`src/rtl/assert_macros.svh`:
```
`ifndef ASSERT_MACROS_SVH
`define ASSERT_MACROS_SVH

// Same-cycle implication, disabled while reset is high
`define ASSERT_SAME(lbl, clk, rst, ante, cons) \
   lbl: assert property (@(posedge clk) disable iff (rst) (ante) |-> (cons)) \
      else $error("same-cycle check failed");

// Next-cycle implication, disabled while reset is high
`define ASSERT_NEXT(lbl, clk, rst, ante, cons) \
   lbl: assert property (@(posedge clk) disable iff (rst) (ante) |=> (cons)) \
      else $error("next-cycle check failed");

`endif

```
`src/rtl/wmts_pkg.sv`:
```
`default_nettype none

package wmts_pkg;

   // Register indexes on the csr port
   localparam logic [2:0] REG_OP_KIND            = 3'd0;
   localparam logic [2:0] REG_BATCH_SIZE         = 3'd1;
   localparam logic [2:0] REG_SPATIAL_TOTAL      = 3'd2;
   localparam logic [2:0] REG_M_TILE_SIZE        = 3'd3;
   localparam logic [2:0] REG_N_TILE_SIZE        = 3'd4;
   localparam logic [2:0] REG_GROUP_COUNT        = 3'd5;
   localparam logic [2:0] REG_CHANNELS_PER_GROUP = 3'd6;
   localparam logic [2:0] REG_REDUCTION_DEPTH    = 3'd7;

   localparam int CSR_DATA_W = 17;

   // Layer mode
   localparam logic OP_CONV   = 1'b0;
   localparam logic OP_LINEAR = 1'b1;

   typedef struct packed {
      logic        op_kind;
      logic [8:0]  batch_size;
      logic [16:0] spatial_total;
      logic [12:0] m_tile_size;
      logic [10:0] n_tile_size;
      logic [4:0]  group_count;
      logic [12:0] channels_per_group;
      logic [15:0] reduction_depth;
   } cfg_type;

   typedef struct packed {
      logic [3:0]  tile_group;
      logic [15:0] chan_base;
      logic [10:0] chan_count;
      logic [7:0]  batch_first;
      logic [8:0]  batch_span;
      logic [15:0] spatial_first;
      logic [12:0] spatial_span;
      logic [15:0] depth_out;
      logic        first_of_weights;
      logic        last_of_weights;
      logic        last_of_schedule;
   } tile_type;

endpackage

`default_nettype wire

```
`src/rtl/wmts_cfg.sv`:
```
`default_nettype none

module wmts_cfg (
   input  wire logic                           clock,
   input  wire logic                           reset,
   input  wire logic                           csr_write_en,
   input  wire logic [2:0]                     csr_index,
   input  wire logic [wmts_pkg::CSR_DATA_W-1:0] csr_wdata,
   output wmts_pkg::cfg_type                   cfg
);
   import wmts_pkg::*;

   cfg_type cfg_ff;
   cfg_type cfg_in;

   logic [8:0]  bs_raw;
   logic [12:0] m_raw;
   logic [10:0] n_raw;
   logic [4:0]  g_raw;
   logic [12:0] cpg_raw;
   logic [15:0] k_raw;

   // Clamp each written value into its legal range
   always_comb begin
      bs_raw  = csr_wdata[8:0];
      m_raw   = csr_wdata[12:0];
      n_raw   = csr_wdata[10:0];
      g_raw   = csr_wdata[4:0];
      cpg_raw = csr_wdata[12:0];
      k_raw   = csr_wdata[15:0];
      cfg_in  = cfg_ff;
      if (csr_write_en) begin
         case (csr_index)
            REG_OP_KIND: begin
               cfg_in.op_kind = csr_wdata[0];
            end
            REG_BATCH_SIZE: begin
               cfg_in.batch_size = (bs_raw == 9'd0) ? 9'd1 :
                                   (bs_raw > 9'd256) ? 9'd256 : bs_raw;
            end
            REG_SPATIAL_TOTAL: begin
               cfg_in.spatial_total = (csr_wdata == 17'd0) ? 17'd1 :
                                      (csr_wdata > 17'd65536) ? 17'd65536 : csr_wdata;
            end
            REG_M_TILE_SIZE: begin
               cfg_in.m_tile_size = (m_raw == 13'd0) ? 13'd1 :
                                    (m_raw > 13'd4096) ? 13'd4096 : m_raw;
            end
            REG_N_TILE_SIZE: begin
               cfg_in.n_tile_size = (n_raw == 11'd0) ? 11'd1 :
                                    (n_raw > 11'd1024) ? 11'd1024 : n_raw;
            end
            REG_GROUP_COUNT: begin
               cfg_in.group_count = (g_raw == 5'd0) ? 5'd1 :
                                    (g_raw > 5'd16) ? 5'd16 : g_raw;
            end
            REG_CHANNELS_PER_GROUP: begin
               cfg_in.channels_per_group = (cpg_raw == 13'd0) ? 13'd1 :
                                           (cpg_raw > 13'd4096) ? 13'd4096 : cpg_raw;
            end
            REG_REDUCTION_DEPTH: begin
               cfg_in.reduction_depth = (k_raw == 16'd0) ? 16'd1 : k_raw;
            end
            default: begin
               cfg_in = cfg_ff;
            end
         endcase
      end
   end

   // Hold the register file
   always_ff @(posedge clock) begin
      if (reset) begin
         cfg_ff.op_kind            <= OP_CONV;
         cfg_ff.batch_size         <= 9'd1;
         cfg_ff.spatial_total      <= 17'd1;
         cfg_ff.m_tile_size        <= 13'd1;
         cfg_ff.n_tile_size        <= 11'd1;
         cfg_ff.group_count        <= 5'd1;
         cfg_ff.channels_per_group <= 13'd1;
         cfg_ff.reduction_depth    <= 16'd1;
      end else begin
         cfg_ff <= cfg_in;
      end
   end

   assign cfg = cfg_ff;

endmodule

`default_nettype wire

```
`src/rtl/wmts_sched.sv`:
```
`default_nettype none
`include "assert_macros.svh"

module wmts_sched (
   input  wire logic              clock,
   input  wire logic              reset,
   input  wire logic              advance,
   input  wire logic              restart,
   input  wire wmts_pkg::cfg_type cfg,
   output logic                   produce,
   output wmts_pkg::tile_type     tile
);
   import wmts_pkg::*;

   logic [3:0]  group_ff, group_in;
   logic [11:0] chan_ff, chan_in;
   logic [7:0]  batch_ff, batch_in;
   logic [15:0] spatial_ff, spatial_in;
   logic        finished_ff, finished_in;

   logic [3:0]  eff_group;
   logic [11:0] eff_chan;
   logic [7:0]  eff_batch;
   logic [15:0] eff_spatial;
   logic        eff_finished;
   logic        linear;
   logic [3:0]  grp;
   logic [16:0] grp_prod;
   logic [12:0] left_c;
   logic [12:0] chan_sum;
   logic        chan_wrap;
   logic [8:0]  left_b;
   logic [13:0] nb;
   logic [16:0] left_s;
   logic [16:0] ns;
   logic [8:0]  bc_inc;
   logic [4:0]  gc_inc;
   logic        lin_last_w;
   logic        conv_batch_last;
   logic        conv_spatial_last;
   logic        group_last;

   // Work out the current tile and the next loop position
   always_comb begin
      eff_group    = restart ? 4'd0 : group_ff;
      eff_chan     = restart ? 12'd0 : chan_ff;
      eff_batch    = restart ? 8'd0 : batch_ff;
      eff_spatial  = restart ? 16'd0 : spatial_ff;
      eff_finished = restart ? 1'b0 : finished_ff;
      produce      = !eff_finished;
      linear       = (cfg.op_kind == OP_LINEAR);

      grp      = linear ? 4'd0 : eff_group;
      grp_prod = 17'(grp) * 17'(cfg.channels_per_group);

      // Channel clip and wrap
      left_c    = (cfg.channels_per_group > {1'b0, eff_chan}) ?
                  cfg.channels_per_group - {1'b0, eff_chan} : 13'd1;
      chan_sum  = {1'b0, eff_chan} + {2'b0, cfg.n_tile_size};
      chan_wrap = (chan_sum >= cfg.channels_per_group);

      // Batch chunk (linear)
      left_b     = (cfg.batch_size > {1'b0, eff_batch}) ?
                   cfg.batch_size - {1'b0, eff_batch} : 9'd1;
      nb         = {6'b0, eff_batch} + {1'b0, cfg.m_tile_size};
      lin_last_w = (nb >= {5'b0, cfg.batch_size});

      // Spatial chunk and batch image (convolution)
      left_s            = (cfg.spatial_total > {1'b0, eff_spatial}) ?
                          cfg.spatial_total - {1'b0, eff_spatial} : 17'd1;
      ns                = {1'b0, eff_spatial} + {4'b0, cfg.m_tile_size};
      bc_inc            = {1'b0, eff_batch} + 9'd1;
      gc_inc            = {1'b0, eff_group} + 5'd1;
      conv_spatial_last = (ns >= cfg.spatial_total);
      conv_batch_last   = (bc_inc >= cfg.batch_size);
      group_last        = (gc_inc >= cfg.group_count);

      tile.tile_group  = grp;
      tile.chan_base   = grp_prod[15:0] + {4'b0, eff_chan};
      tile.chan_count  = ({2'b0, cfg.n_tile_size} < left_c) ? cfg.n_tile_size
                                                            : left_c[10:0];
      tile.batch_first = eff_batch;
      tile.depth_out   = cfg.reduction_depth;

      if (linear) begin
         tile.batch_span       = (cfg.m_tile_size < {4'b0, left_b}) ?
                                 cfg.m_tile_size[8:0] : left_b;
         tile.spatial_first    = 16'd0;
         tile.spatial_span     = 13'd1;
         tile.first_of_weights = (eff_batch == 8'd0);
         tile.last_of_weights  = lin_last_w;
         tile.last_of_schedule = lin_last_w && chan_wrap;
      end else begin
         tile.batch_span       = 9'd1;
         tile.spatial_first    = eff_spatial;
         tile.spatial_span     = ({4'b0, cfg.m_tile_size} < left_s) ?
                                 cfg.m_tile_size : left_s[12:0];
         tile.first_of_weights = (eff_batch == 8'd0) && (eff_spatial == 16'd0);
         tile.last_of_weights  = conv_batch_last && conv_spatial_last;
         tile.last_of_schedule = conv_batch_last && conv_spatial_last && chan_wrap &&
                                 group_last;
      end

      // Advance the loop nest
      group_in    = eff_group;
      chan_in     = eff_chan;
      batch_in    = eff_batch;
      spatial_in  = eff_spatial;
      finished_in = eff_finished;
      if (produce) begin
         if (linear) begin
            if (lin_last_w) begin
               batch_in = 8'd0;
               if (chan_wrap) begin
                  chan_in     = 12'd0;
                  finished_in = 1'b1;
               end else begin
                  chan_in = chan_sum[11:0];
               end
            end else begin
               batch_in = nb[7:0];
            end
         end else begin
            if (conv_spatial_last) begin
               spatial_in = 16'd0;
               if (conv_batch_last) begin
                  batch_in = 8'd0;
                  if (chan_wrap) begin
                     chan_in = 12'd0;
                     if (group_last) begin
                        group_in    = 4'd0;
                        finished_in = 1'b1;
                     end else begin
                        group_in = gc_inc[3:0];
                     end
                  end else begin
                     chan_in = chan_sum[11:0];
                  end
               end else begin
                  batch_in = bc_inc[7:0];
               end
            end else begin
               spatial_in = ns[15:0];
            end
         end
      end
   end

   // Hold loop counters; step once per processed beat
   always_ff @(posedge clock) begin
      if (reset) begin
         group_ff    <= 4'd0;
         chan_ff     <= 12'd0;
         batch_ff    <= 8'd0;
         spatial_ff  <= 16'd0;
         finished_ff <= 1'b1;
      end else if (advance) begin
         group_ff    <= group_in;
         chan_ff     <= chan_in;
         batch_ff    <= batch_in;
         spatial_ff  <= spatial_in;
         finished_ff <= finished_in;
      end
   end

   // Final tile must leave the block finished
   `ASSERT_NEXT(a_done_after_last, clock, reset,
                advance && produce && tile.last_of_schedule, finished_ff)
   // Counters only move on a processed beat
   `ASSERT_NEXT(a_hold_when_idle, clock, reset, !advance,
                $stable(chan_ff) && $stable(batch_ff) && $stable(group_ff))
   // A finished schedule rests at the start of its channel and batch loops
   `ASSERT_SAME(a_finished_at_origin, clock, reset, finished_ff,
                (chan_ff == 12'd0) && (batch_ff == 8'd0))

endmodule

`default_nettype wire

```
`src/rtl/weight_major_tile_scheduler.sv`:
```
// A request waits in the input register until the result register is free or draining, then its tile
// is registered there and shown on rsp_valid. Throughput: one request per cycle while rsp_ready does
// not stall; the loop counters step once per processed beat. Input register and result register let
// a request be taken while a tile waits on rsp_ready. A request without restart while the schedule is
// finished gives no tile and leaves the state alone. Reset (synchronous, active high) clears both
// valid flags, zeroes the counters, marks the schedule finished and loads the configuration defaults.
`default_nettype none
`include "assert_macros.svh"

module weight_major_tile_scheduler (
   input  wire logic                           clock,
   input  wire logic                           reset,
   input  wire logic                           req_valid,
   output logic                                req_ready,
   input  wire logic                           req_restart,
   output logic                                rsp_valid,
   input  wire logic                           rsp_ready,
   output logic [3:0]                          rsp_tile_group,
   output logic [15:0]                         rsp_chan_base,
   output logic [10:0]                         rsp_chan_count,
   output logic [7:0]                          rsp_batch_first,
   output logic [8:0]                          rsp_batch_span,
   output logic [15:0]                         rsp_spatial_first,
   output logic [12:0]                         rsp_spatial_span,
   output logic [15:0]                         rsp_depth_out,
   output logic                                rsp_first_of_weights,
   output logic                                rsp_last_of_weights,
   output logic                                rsp_last_of_schedule,
   input  wire logic                           csr_write_en,
   input  wire logic [2:0]                     csr_index,
   input  wire logic [wmts_pkg::CSR_DATA_W-1:0] csr_wdata
);
   import wmts_pkg::*;

   cfg_type  cfg;
   tile_type tile;
   tile_type rsp_data_ff;
   logic     produce;
   logic     advance;
   logic     in_valid_ff, in_valid_in;
   logic     in_restart_ff;
   logic     rsp_valid_ff, rsp_valid_in;

   wmts_cfg u_cfg (
      .clock        (clock),
      .reset        (reset),
      .csr_write_en (csr_write_en),
      .csr_index    (csr_index),
      .csr_wdata    (csr_wdata),
      .cfg          (cfg)
   );

   wmts_sched u_sched (
      .clock   (clock),
      .reset   (reset),
      .advance (advance),
      .restart (in_restart_ff),
      .cfg     (cfg),
      .produce (produce),
      .tile    (tile)
   );

   // Process the held beat when the result register is free or draining
   assign advance   = in_valid_ff && (!rsp_valid_ff || rsp_ready);
   assign req_ready = !in_valid_ff || advance;

   always_comb begin
      in_valid_in  = req_ready ? req_valid : in_valid_ff;
      rsp_valid_in = advance ? produce : (rsp_valid_ff && !rsp_ready);
   end

   // Hold valid flags
   always_ff @(posedge clock) begin
      if (reset) begin
         in_valid_ff  <= 1'b0;
         rsp_valid_ff <= 1'b0;
      end else begin
         in_valid_ff  <= in_valid_in;
         rsp_valid_ff <= rsp_valid_in;
      end
   end

   // Capture payloads
   always_ff @(posedge clock) begin
      if (req_valid && req_ready) begin
         in_restart_ff <= req_restart;
      end
      if (advance && produce) begin
         rsp_data_ff <= tile;
      end
   end

   assign rsp_valid            = rsp_valid_ff;
   assign rsp_tile_group       = rsp_data_ff.tile_group;
   assign rsp_chan_base        = rsp_data_ff.chan_base;
   assign rsp_chan_count       = rsp_data_ff.chan_count;
   assign rsp_batch_first      = rsp_data_ff.batch_first;
   assign rsp_batch_span       = rsp_data_ff.batch_span;
   assign rsp_spatial_first    = rsp_data_ff.spatial_first;
   assign rsp_spatial_span     = rsp_data_ff.spatial_span;
   assign rsp_depth_out        = rsp_data_ff.depth_out;
   assign rsp_first_of_weights = rsp_data_ff.first_of_weights;
   assign rsp_last_of_weights  = rsp_data_ff.last_of_weights;
   assign rsp_last_of_schedule = rsp_data_ff.last_of_schedule;

   // A processed beat shows a tile next cycle exactly when it produced one
   `ASSERT_NEXT(a_rsp_follows_produce, clock, reset, advance, rsp_valid_ff == $past(produce))
   // A held request is never dropped while the result side stalls
   `ASSERT_NEXT(a_req_kept_on_stall, clock, reset, in_valid_ff && !advance, in_valid_ff)
   // A waiting tile beat keeps its valid and payload
   `ASSERT_NEXT(a_rsp_held_on_stall, clock, reset, rsp_valid_ff && !rsp_ready, rsp_valid_ff && $stable(rsp_data_ff))

endmodule

`default_nettype wire
```
`config.mk`:
```
export PLATFORM = sky130hd
export DESIGN_NAME = weight_major_tile_scheduler
export DESIGN_NICKNAME = d
export VERILOG_FILES = /design/src/rtl/wmts_pkg.sv /design/src/rtl/wmts_cfg.sv /design/src/rtl/wmts_sched.sv /design/src/rtl/weight_major_tile_scheduler.sv
export VERILOG_INCLUDE_DIRS = /design/src /design/src/rtl
export SDC_FILE = /design/constraint.sdc
export NUM_CORES = 1
export LEC_CHECK = 0
export BUFFER_PORTS_ARGS = -buffer_cell sky130_fd_sc_hd__buf_2
export CAP_MARGIN = 15
export CORE_ASPECT_RATIO = 1.75
export CORE_MARGIN = 2
export CORE_UTILIZATION = 60
export CTS_CLUSTER_DIAMETER = 60
export DETAILED_ROUTE_END_ITERATION = 16
export PLACE_DENSITY = 0.9
export REMOVE_ABC_BUFFERS = 1
export SETUP_SLACK_MARGIN = 0.3
export SLEW_MARGIN = 15
export SYNTH_ARGS = -nofsm -noshare
export SYNTH_HDL_FRONTEND = slang
export SYNTH_SLANG_ARGS = --single-unit
```
`constraint.sdc`:
```
create_clock -name clock -period 6.45 [get_ports clock]
set_input_delay 0.645 -clock clock [delete_from_list [all_inputs] [get_ports clock]]
set_output_delay 0.645 -clock clock [all_outputs]
set_load 0.01 [all_outputs]
```
After elaboration in Yosys (flattened, before gate mapping)
Index checks and enable logic that the tools add are counted.
W data, S select, Z words.
{"block": "op_classes", "n_addsub": 9, "multipliers": 1, "order_cmp": 16, "eq_ne": 7, "mux": 53, "n_reduce_logical": 32}
{"operator": "$mux W12", "n": 7}
{"operator": "$mux W16", "n": 5}
{"operator": "$mux W13", "n": 4}
{"operator": "$mux W17", "n": 3}
{"operator": "$mux W8", "n": 6}
{"operator": "$mux W9", "n": 4}
{"operator": "$mux W11", "n": 3}
{"operator": "$logic_not A16 Y1", "n": 2}
{"operator": "$mux W4", "n": 8}
{"operator": "$add A16 B13 Y17", "n": 1}
{"operator": "$ge A17 B17 Y1", "n": 1}
{"operator": "$gt A17 B16 Y1", "n": 1}
{"operator": "$gt A17 B17 Y1 const B", "n": 1}
{"operator": "$logic_not A17 Y1", "n": 1}
{"operator": "$lt A13 B17 Y1", "n": 1}
{"operator": "$sub A17 B16 Y17", "n": 1}
{"operator": "$add A16 B12 Y16", "n": 1}
{"operator": "$mul A4 B13 Y16", "n": 1}
{"operator": "$reduce_and A2 Y1", "n": 8}
{"operator": "$add A8 B13 Y14", "n": 1}
{"operator": "$ge A14 B9 Y1", "n": 1}
{"operator": "$add A12 B11 Y13", "n": 1}
{"operator": "$ge A13 B13 Y1", "n": 1}
{"operator": "$gt A13 B12 Y1", "n": 1}
{"operator": "28 further kinds", "n": 54}
{"block": "totals", "regBits": 225}

Depth between registers and ports, before layout
{"block": "logic_depth", "ltp_word": 9, "depth_mapped": 24, "depth_no_buf": 21}

Cells and area by module
Synthesis repeated with hierarchy kept, for this count alone.
{"block": "unflattened", "hier_cells": 1870, "area_unflattened_um2": 16522.1}
{"mod": "wmts_sched", "instances": 1, "cells_each": 1361, "area_per_inst_um2": 10198.5}
{"mod": "wmts_cfg", "instances": 1, "cells_each": 401, "area_per_inst_um2": 3304.4}
{"mod": "weight_major_tile_scheduler", "instances": 1, "cells_each": 108, "area_per_inst_um2": 3019.1}

Worst setup path after synthesis
No wires, ideal clock.
{"block": "synth_timing", "path_type": "flip-flop to flip-flop", "startpoint": "register in_restart_ff", "endpoint": "register rsp_data_ff, in the netlist rsp_spatial_span[0] (data pin)", "setup_time_ns": 0.280, "t_arrival_ns": 4.630, "required_ns": 6.170, "slack_ns": 1.540, "path_stages_with_launch": 22, "period_less_slack_ns": 4.910, "path_cell_list": "edfxtp_1 inv_2 clkbuf_1 nand2_1 ha_1 nand2b_1 a211o_1 a21oi_1 o21ai_1 o21bai_1 clkbuf_1 nand2_1 ha_1 a21o_1 a21o_1 a21o_1 a2111oi_0 o31ai_1 or2_1 o2bb2ai_1 buf_2 a22oi_1"}
{"block": "synth_between", "elab_chain_len": 5, "word_cells_on_any_way": 6, "classes_between": "add/sub: 1; order compare: 2; mux: 3"}
{"element": "start, declared", "line": "weight_major_tile_scheduler.sv:41", "source": "logic in_restart_ff;"}
{"element": "start signal, assigned", "line": "weight_major_tile_scheduler.sv:86", "source": "in_restart_ff <= req_restart;"}
{"element": "$mux W16 *", "line": "wmts_sched.sv:48", "source": "eff_spatial = restart ? 16'd0 : spatial_ff;"}
{"element": "$sub A17 B16 Y17 / $gt A17 B16 Y1 (equally long branches)", "line": "wmts_sched.sv:70, wmts_sched.sv:69"}
{"element": "$mux W17 *", "line": "wmts_sched.sv:69", "source": "left_s = (cfg.spatial_total > {1'b0, eff_spatial}) ?"}
{"element": "$lt A13 B17 Y1", "line": "wmts_sched.sv:96", "source": "tile.spatial_span = ({4'b0, cfg.m_tile_size} < left_s) ?"}
{"element": "$mux W13 *", "line": "wmts_sched.sv:96"}
{"element": "end signal, assigned", "line": "weight_major_tile_scheduler.sv:89", "source": "rsp_data_ff <= tile;"}
{"element": "end, declared", "line": "weight_major_tile_scheduler.sv:37", "source": "tile_type rsp_data_ff;"}
Mark *: on every way between the ends. The rest lies on a longest branch, timed or not.
A chain may end at the register's enable or synchronous reset.

Final worst setup path
{"block": "layout_timing", "startpoint": "register in_restart_ff", "endpoint": "register u_sched.chan_ff[5]"}
{"block": "layout_between", "word_cells_on_any_way": 18, "classes_between": "add/sub: 4; order compare: 4; mux: 10"}
{"element": "$mux W16", "line": "wmts_sched.sv:48"}
{"element": "net u_sched.eff_spatial[4]", "line": "wmts_sched.sv:24", "source": "logic [15:0] eff_spatial;"}
{"element": "$add A16 B13 Y17", "line": "wmts_sched.sv:71", "source": "ns = {1'b0, eff_spatial} + {4'b0, cfg.m_tile_size};"}
{"element": "$ge A17 B17 Y1", "line": "wmts_sched.sv:74", "source": "conv_spatial_last = (ns >= cfg.spatial_total);"}
{"element": "$mux W12", "line": "wmts_sched.sv:124", "source": "if (conv_spatial_last) begin"}
{"element": "$mux W12", "line": "wmts_sched.sv:111", "source": "if (linear) begin"}
{"element": "$mux W12", "line": "wmts_sched.sv:110", "source": "if (produce) begin"}
{"element": "end signal, assigned", "line": "wmts_sched.sv:159", "source": "chan_ff <= chan_in;"}
{"element": "end, declared", "line": "wmts_sched.sv:16", "source": "logic [11:0] chan_ff, chan_in;"}
The timed path passes the listed nets, and every way through them passes these cells.

==> results.ini <==
[yosys]
avgSynthCellArea_um2 = 8.77
yosysTopAreaCellShare_pct = 18.0
async_reset_ff_share_pct = 0
netlist_instances = 1850
synth_seq_area_share_pct = 33.8
synth_most_common_cell = nand2_1
syn_area_mm2 = 0.0162
synth.largest_area_cell = edfxtp_1
ys_warn_count = 0
synth_edf_count = 97
synthTopCellsByArea = edfxtp_1, dfxtp_1, ha_1
yosys_register_bits = 225
synth_flop_cell = dfxtp_1
synth_common_cells = nand2_1, ha_1, nor2_1, inv_1, a21oi_1
yosysUniqueCellTypes = 77

[cts]
root_buffer = clkbuf_16
htreeDepth = 1
clockBufferDepth = 3
path_clk_slew_ns = 0.06
postCtsSetupRepairBufs = 0
cts_inserted_buffers = 23
clock-sinks = 225
clock_latency_ns = 0.58
postCtsHoldBufs = 0
cts_resized = 0
cts_tree = built

[floorplanning]
io_pins = 124
die_w_um = 128
die_area_mm2 = 0.0284
rows = 79
core_mm2 = 0.0266
initial_core_util_pct = 61.0
die_h_um = 222

[sta]
clock_skew_ns = 0.0292
min_period_over_period_pct = 89.3
rsz0062_at_grt = no
tns_ns = 0
tightest_slew_ns = 1.17
min_period_ns = 5.76
fmax_mhz = 174
max-slew-margin-rel_pct = 21.2
maxSlewViolCount = 0
setup_viol = 0
hold_viol = 0

[power]
power_uw = 3490
peakVddDrop_uv = 215
powerDensity_mw_per_mm2 = 195
p_leak_uw = 0.00798

[grt]
grt_max_degree = 65
antenna_found_initial = 1
grt_pass1_vias = 14900
grt_usage_pct = 35.2
grt_first_pass_wirelength_mm = 77.8
overflow = 0

[worst_setup_path]
max_stage_delay_ns = 0.59
cp_max_fo = 36
cp-start-kind = flop
arrival_ns = 6.26
crit_required_ns = 6.95
crit_type = flop to flop
crit_chain = clkinv_2 > nand2_1 > inv_1 > ha_1 > o21a_1 > o31ai_1 > a221oi_1 > o211ai_1 > a21boi_1 > o21ai_1 > xor2_1 > nor2_1 > ha_1 > a21o_1 > a21o_1 > a21oi_1 > o21a_1 > and2_1 > o22ai_2 > o31ai_4 > a22o_1
cpMaxStageDelayCell = and2_1
critPathCaptureType = flop
ff2ff_path_depth = 21

[place]
hpwl_mm = 38.7
placed_area_mm2 = 0.0171
dp_cells = 2246
place_congestion = 1.04
portBuffers = 123

[final_layout]
layout-drive-gt1-share_pct = 10.4
multi_input_area_mm2 = 0.00992
regArea_mm2 = 0.00548
finalInstanceArea_mm2 = 0.0179
area_growth_syn_to_layout_pct = 10.5
utilization_pct = 67.4
nNetsFinal = 2192
stdcell_count = 2290
fill_cells = 2040

[drt]
drc = 0
dr.pass1.iters = 5
totalWireLength_mm = 50.9
avgViaCountPerCell = 6.56
wl_per_cell_um = 22.2
dr.first_iter.drc_count = 1388
ant_nets = 0
vias = 15000

[outcome]
status = finished, final reports clean

[min_path]
min_path_type = input port to flop
whs_path_depth = 1

[flow_run]
max-cap-violations = 0

## report_power, final
| group | internal, uW | total [uW] | switching, uW |
|---|---|---|---|
| sequential | 1520 | 1550 | 25.1 |
| combinational | 173 | 529 | 356 |
| clock | 784 | 1410 | 628 |
## stage by stage
stage | hold slack (ns) | setup WS [ns]
global route | 0.283 | 0.306
floorplan | 0.408 | 1.07
global placement | 0.413 | 0.911
finish | 0.274 | 0.689
CTS | 0.269 | 0.713
detailed placement | 0.418 | 0.749
## area by class of cell
cell class / instances / share of cell area (%)
Multi-Input combinational cell: 1407 / 55.3
Sequential cell: 225 / 30.5
Timing Repair Buffer: 144 / 4.33
Clock buffer: 34 / 3.99
Inverter: 147 / 3.10
Tap cell: 324 / 2.26
Clock inverter: 8 / 0.447
Antenna cell: 1 / 0.0140
## sequential cells by signal, summed over array words and instances (netlist names)
name / cells
rsp_chan_count: 11
in_valid_ff: 1
rsp_valid: 1
rsp_tile_group: 4
rsp_last_of_weights: 1
u_sched.group_ff: 4
u_sched.spatial_ff: 16
rsp_last_of_schedule: 1
rsp_chan_base: 16
rsp_batch_first: 8
rsp_depth_out: 16
rsp_first_of_weights: 1
u_sched.batch_ff: 8
rsp_spatial_span: 13
rsp_batch_span: 9
u_sched.chan_ff: 12
u_cfg.cfg: 85
u_sched.finished_ff: 1
in_restart_ff: 1
rsp_spatial_first: 16
## cells by family after synthesis
kind of cell	after synthesis	share of synthesized area (%)
simple gates	656	19.3
flops	225	33.8
fa+ha+maj	218	18.6
mux	9	0.555
buf+inv	218	5.11
xor+xnor	78	4.21
compound gates	446	18.5
## critical path, delay by kind of cell, from the launching register on
kind	cells	cell delay (ns)
compound gates	13	2.84
xor+xnor	1	0.16
fa+ha+maj	2	0.62
buf+inv	2	0.62
flops	1	0.37
simple gates	3	1.04
## placed cells by master (no fill, tap or decap), types with 7 or more instances in the layout
cell type	netlist	final
clkbuf_16	0	25
mux2i_1	9	9
a22o_1	17	17
nor2_1	157	157
dfxtp_1	128	128
xnor2_1	61	61
o21ai_1	6	8
nand4_1	23	23
a22oi_1	29	29
fa_1	38	38
nor3b_1	24	24
nand2_1	224	224
xor2_1	17	17
a21oi_1	142	142
edfxtp_1	97	97
nor4_1	13	13
o211ai_1	11	11
o31ai_1	7	7
ha_1	180	180
buf_4	2	22
a211oi_1	15	15
nand2b_1	15	15
buf_2	2	122
o2bb2ai_1	7	7
nand3_1	52	52
o21bai_1	10	10
o21ai_0	57	55
and3_1	39	39
and2_1	17	17
nor2b_1	31	31
a32o_1	12	12
a21o_1	40	40
inv_1	145	144
o21a_1	16	16
a31oi_1	15	15
nor3_1	32	32
## worst paths after layout
check | start | end | slack [ns]
setup reg to reg | in_restart_ff | u_sched.chan_ff[5] | 0.69
hold / removal | req_restart | in_restart_ff | 0.27
hold reg to reg | u_cfg.cfg[13] | rsp_depth_out[13] | 0.43
setup / recovery | in_restart_ff | u_sched.chan_ff[5] | 0.69
## routing by layer
layer,share of wire (%),wire [um],global-route usage (%)
met1,32,16500,34.2
met2,50,25300,61.6
met3,5.6,2850,4.27
met4,12,6220,35.4
met5,0,0,0
Power figures use the tool's default switching activity.
